$ cat src/design/rdwq_pkg.sv
package rdwq_pkg;

  localparam int ARRAY_DEPTH = 1024;
  localparam int VALUE_RANGE = 1024;

  localparam int POS_W  = 11;
  localparam int VAL_W  = 10;
  localparam int CNT_W  = 11;
  localparam int EADDR_W = $clog2(ARRAY_DEPTH);
  localparam int VADDR_W = $clog2(VALUE_RANGE);

  localparam int IN_DATA_W  = 48;
  localparam int OUT_DATA_W = 16;

  localparam int QDEPTH = 2;
  localparam int QPTR_W = $clog2(QDEPTH);

  typedef enum logic [1:0] {
    K_LOAD  = 2'd0,
    K_QUERY = 2'd1,
    K_BAD   = 2'd2
  } kind_t;

  typedef struct packed {
    kind_t              kind;
    logic [POS_W-1:0]   pos;
    logic [VAL_W-1:0]   val;
    logic [POS_W-1:0]   left;
    logic [POS_W-1:0]   right;
  } item_t;

  typedef struct packed {
    logic  valid;
    item_t item;
  } q_head_t;

endpackage

$ cat src/design/rdwq_front.sv
module rdwq_front (
  input  logic                           clk,
  input  logic                           rst_n,
  input  logic                           in_tvalid,
  output logic                           in_tready,
  input  logic [rdwq_pkg::IN_DATA_W-1:0] in_tdata,
  input  logic                           in_tuser,
  output rdwq_pkg::q_head_t              q_head,
  input  logic                           q_pop
);

  rdwq_pkg::item_t            mem_r [rdwq_pkg::QDEPTH];
  logic [rdwq_pkg::QPTR_W-1:0] wptr_r, rptr_r;
  logic [rdwq_pkg::QPTR_W:0]   cnt_r, cnt_nxt;

  logic [rdwq_pkg::POS_W-1:0] pos, left, right;
  logic [rdwq_pkg::VAL_W-1:0] val;
  logic                       load_ok, query_ok, push, pop;
  rdwq_pkg::item_t            item;

  assign pos   = in_tdata[10:0];
  assign val   = in_tdata[20:11];
  assign left  = in_tdata[31:21];
  assign right = in_tdata[42:32];

  always_comb begin
    load_ok  = (pos != '0) && (int'(pos) <= rdwq_pkg::ARRAY_DEPTH) &&
               (int'(val) < rdwq_pkg::VALUE_RANGE);
    query_ok = (left != '0) && (left <= right) && (int'(right) <= rdwq_pkg::ARRAY_DEPTH);
    item.pos   = pos;
    item.val   = val;
    item.left  = left;
    item.right = right;
    if (!in_tuser) begin
      item.kind = rdwq_pkg::K_LOAD;
    end else if (query_ok) begin
      item.kind = rdwq_pkg::K_QUERY;
    end else begin
      item.kind = rdwq_pkg::K_BAD;
    end
  end

  // out-of-range loads are taken and dropped here
  assign in_tready = (cnt_r != (rdwq_pkg::QPTR_W+1)'(rdwq_pkg::QDEPTH));
  assign push      = in_tvalid && in_tready && (in_tuser || load_ok);
  assign pop       = q_pop && (cnt_r != '0);

  assign q_head.valid = (cnt_r != '0);
  assign q_head.item  = mem_r[rptr_r];

  always_comb begin
    cnt_nxt = cnt_r;
    if (push && !pop) begin
      cnt_nxt = cnt_r + 1'b1;
    end else if (pop && !push) begin
      cnt_nxt = cnt_r - 1'b1;
    end
  end

  always_ff @(posedge clk) begin
    if (!rst_n) begin
      wptr_r <= '0;
      rptr_r <= '0;
      cnt_r  <= '0;
    end else begin
      cnt_r <= cnt_nxt;
      if (push) begin
        wptr_r <= wptr_r + 1'b1;
      end
      if (pop) begin
        rptr_r <= rptr_r + 1'b1;
      end
    end
  end

  always_ff @(posedge clk) begin
    if (push) begin
      mem_r[wptr_r] <= item;
    end
  end

endmodule

$ cat config.mk
export PLATFORM = sky130hd
export DESIGN_NAME = rdwq_front
export DESIGN_NICKNAME = d
export VERILOG_FILES = /design/src/design/rdwq_pkg.sv /design/src/design/rdwq_front.sv
export SDC_FILE = /design/constraint.sdc
export NUM_CORES = 1
export LEC_CHECK = 0
export ABC_AREA = 0
export BUFFER_PORTS_ARGS = -buffer_cell sky130_fd_sc_hd__buf_4
export CORE_MARGIN = 1.5
export CORE_UTILIZATION = 45
export DETAILED_ROUTE_END_ITERATION = 12
export PLACE_DENSITY = 0.7
export SLEW_MARGIN = 10
export SYNTH_ARGS = -nofsm -noshare
export SYNTH_HDL_FRONTEND = slang
export SYNTH_SLANG_ARGS = --single-unit
$ cat constraint.sdc
create_clock -name clk -period 4.8 [get_ports clk]
set_clock_uncertainty 0.2 [all_clocks]
set_input_delay 0.96 -clock clk [delete_from_list [all_inputs] [get_ports clk]]
set_output_delay 0.96 -clock clk [all_outputs]
set_load 0.01 [all_outputs]
==> results.sh <==
export IMPL_core_area_sq_um=8220
export IMPL_hold_viol_final=0
export IMPL_crit_chain="mux2_1, buf_4"
export IMPL_timing_final_ws_setup_ps=1630
export IMPL_antenna_cells=0
export IMPL_grt_pass1_vias=2181
export IMPL_cts_resized=0
export IMPL_num_rows=33
export IMPL_setup_violations=0
export IMPL_drc=0
export IMPL_ys_ff_latch=95
export IMPL_die_area_sq_um=9070
export IMPL_finalCritPeriodShare_pct=66.0
export IMPL_synth_avg_cell_area_sq_um=17.4
export IMPL_status="finished clean"
export IMPL_hold_depth=2
export IMPL_cts_tree="done"
export IMPL_slowest_stage="dfxtp_2"
export IMPL_clock_fmax_ghz=0.316
export IMPL_vias=2174
export IMPL_powerDensity_nw_per_um2=442
export IMPL_fillers=662
export IMPL_area_delta_synth_final_pct=26.9
export IMPL_initial_utilization_pct=46.6
export IMPL_clockBufferDepth=2
export IMPL_rsz0062_at_grt="false"
export IMPL_drv_slew=0
export IMPL_final_util_pct=59.1
export IMPL_r2r_cells=4
export IMPL_antenna_found_initial=0
export IMPL_end_kind="primary output"
export IMPL_peakVddDrop_uv=290
export IMPL_power_leakage_uw=0.00188
export IMPL_htree_levels=3
export IMPL_period_needed_ps=3170
export IMPL_die_width_um=95.2
export IMPL_syn_inst=220
export IMPL_path_class="reg -> out"
export IMPL_detail_route_wl_per_cell_um=16.6
export IMPL_cp_required_ps=3640
export IMPL_detail_route_antenna_nets=0
export IMPL_min_path_type="reg -> reg"
export IMPL_fin_setup_tns_ps=0
export IMPL_cap_violations=0
export IMPL_cts_hold_buf=0
export IMPL_synth_nets=285
export IMPL_clkTransAtPathRegs_ps=90
export IMPL_firstDrtPassIters=4
export IMPL_cts_sinks=95
export IMPL_relSlewSlack_pct=25.6
export IMPL_grt_usage_pct=16.1
export IMPL_postLayoutCellArea_sq_um=4860
export IMPL_worstSkewPairLatency_ps=340
export IMPL_yosysSeqAreaShare_pct=73.2
export IMPL_critPathMaxStageDelay_ps=1070
export IMPL_yosys_area_top_type_share_pct=70.6
export IMPL_cts_setup_buffers=0
export IMPL_synth_largest_area_cell="edfxtp_1"
export IMPL_cts_root_buf="clkbuf_8"
export IMPL_final_nets=387
export IMPL_worst_pin_slew_ps=1120
export IMPL_first_iter_violations=104
export IMPL_ys_types=28
export IMPL_die_h_um=95.2
export IMPL_grt_max_degree=46
export IMPL_arrival_ps=2010
export IMPL_port_buffers=94
export IMPL_ys_top_cells_by_area="edfxtp_1 71%, mux2_1 13%, ha_1 3.9%, dfxtp_1 2.6%, inv_1 1.4%"
export IMPL_yosysWarnings=0
export IMPL_ioPinCount=100
export IMPL_cp_start_kind="register"
export IMPL_cts_buffers=9
export IMPL_drive_above_1_share_pct=34.7
export IMPL_grt_overflow=0
export IMPL_post_dp_hpwl_um=4850
export IMPL_whs_ps=313
export IMPL_drt_wl_total_um=7150
export IMPL_placed_area_sq_um=4670
export IMPL_place_ws_ps=1320
export IMPL_globalplace_congestion=0.778
export IMPL_viasPerCell=5.04
export IMPL_grt_pass1_wl_um=10600
export IMPL_syn_area_sq_um=3830
export IMPL_cp_max_fo=45
layer usage:
| metal | GRT usage (%) | vias to the layer above | routed length, um | part of all wire [%] |
|---|---|---|---|---|
| met5 | 0 | - | 0 | 0 |
| met2 | 27.1 | 48 | 3650 | 51 |
| met4 | 7.84 | 0 | 99 | 1.4 |
| met3 | 3.59 | 9 | 294 | 4.1 |
| met1 | 19.6 | 1075 | 3100 | 43 |
| li1 | - | 1042 | - | - |
per-stage QoR:
stage,power (uW),cells
floorplan,1390,220
global placement,1660,416
detailed placement,1670,416
CTS,2170,431
global route,2250,431
finish,2150,431
final timing paths:
check | startpoint | endpoint | slack [ps]
worst max-delay path | register | q_head[15] | 1630
worst min-delay path | rptr_r | register | 310
worst max register to register | cnt_r[0] | mem_r[0][5] | 2580
worst min register to register | rptr_r | register | 310
area by class of cell:
type	count	area (sq um)	area share, %
clock buffer	9	124	2.55
clock inverter	6	61.3	1.26
timing repair buffer	96	721	14.8
tap	105	131	2.71
sequential	95	2800	57.7
inverter	14	52.6	1.08
multi-input combinational	106	962	19.8
cells in the final DEF, fill, tap and decap left out, types with 2 or more instances in the layout:
cell type	instances
a21o_1	2
o21ai_0	2
buf_4	96
clkinv_1	2
xor2_1	4
nor2_1	6
mux2_1	45
clkbuf_8	9
a21oi_1	4
nand2_1	5
nor3_1	2
nor4_1	6
inv_1	14
nand3_1	3
ha_1	12
dfxtp_1	4
nor2_4	2
clkinvlp_4	2
edfxtp_1	90
kinds of logic (layout without fill, tap and decap cells):
logic type	after synthesis	in the layout	share of synthesized area, %
flip-flops	95	95	73.2
multiplexers	46	46	13.5
AND/OR/NAND/NOR	29	29	3.79
buffers and inverters	19	125	2.03
AO/OA/AOI/OAI	15	15	2.62
adder cells (fa/ha/maj)	12	12	3.92
XOR/XNOR	4	4	0.915
state kept, by name (all words and copies together) (netlist names), named ones only:
register	count
mem_r	90
cnt_r	2
rptr_r	1
wptr_r	1
synthesized netlist by cell type:
cell	n
edfxtp_1	90
mux2_1	45
inv_1	14
ha_1	12
nor2_1	8
nor4_1	6
buf_2	5
dfxtp_1	5
nand2_1	5
a21oi_1	4
xor2_1	4
nand3_1	3
a21o_1	2
nor3_1	2
o21ai_0	2
a211oi_1	1
a21boi_1	1
a22oi_1	1
a31oi_1	1
a41oi_1	1
and3_1	1
and4_1	1
mux2i_1	1
nand2b_1	1
o211ai_2	1
o21ai_1	1
or2_1	1
or3_1	1
power breakdown:
group	switching [uW]	internal, uW	total [uW]
clock	268	236	504
combinational	253	292	545
sequential	76.9	1020	1100
total	598	1550	2150
worst max-delay path: cells and delay by family (launching register included):
family | cells | cell delay [ps]
multiplexers | 1 | 410
flip-flops | 1 | 1070
buffers and inverters | 1 | 150
Power figures use the tool's default switching activity.
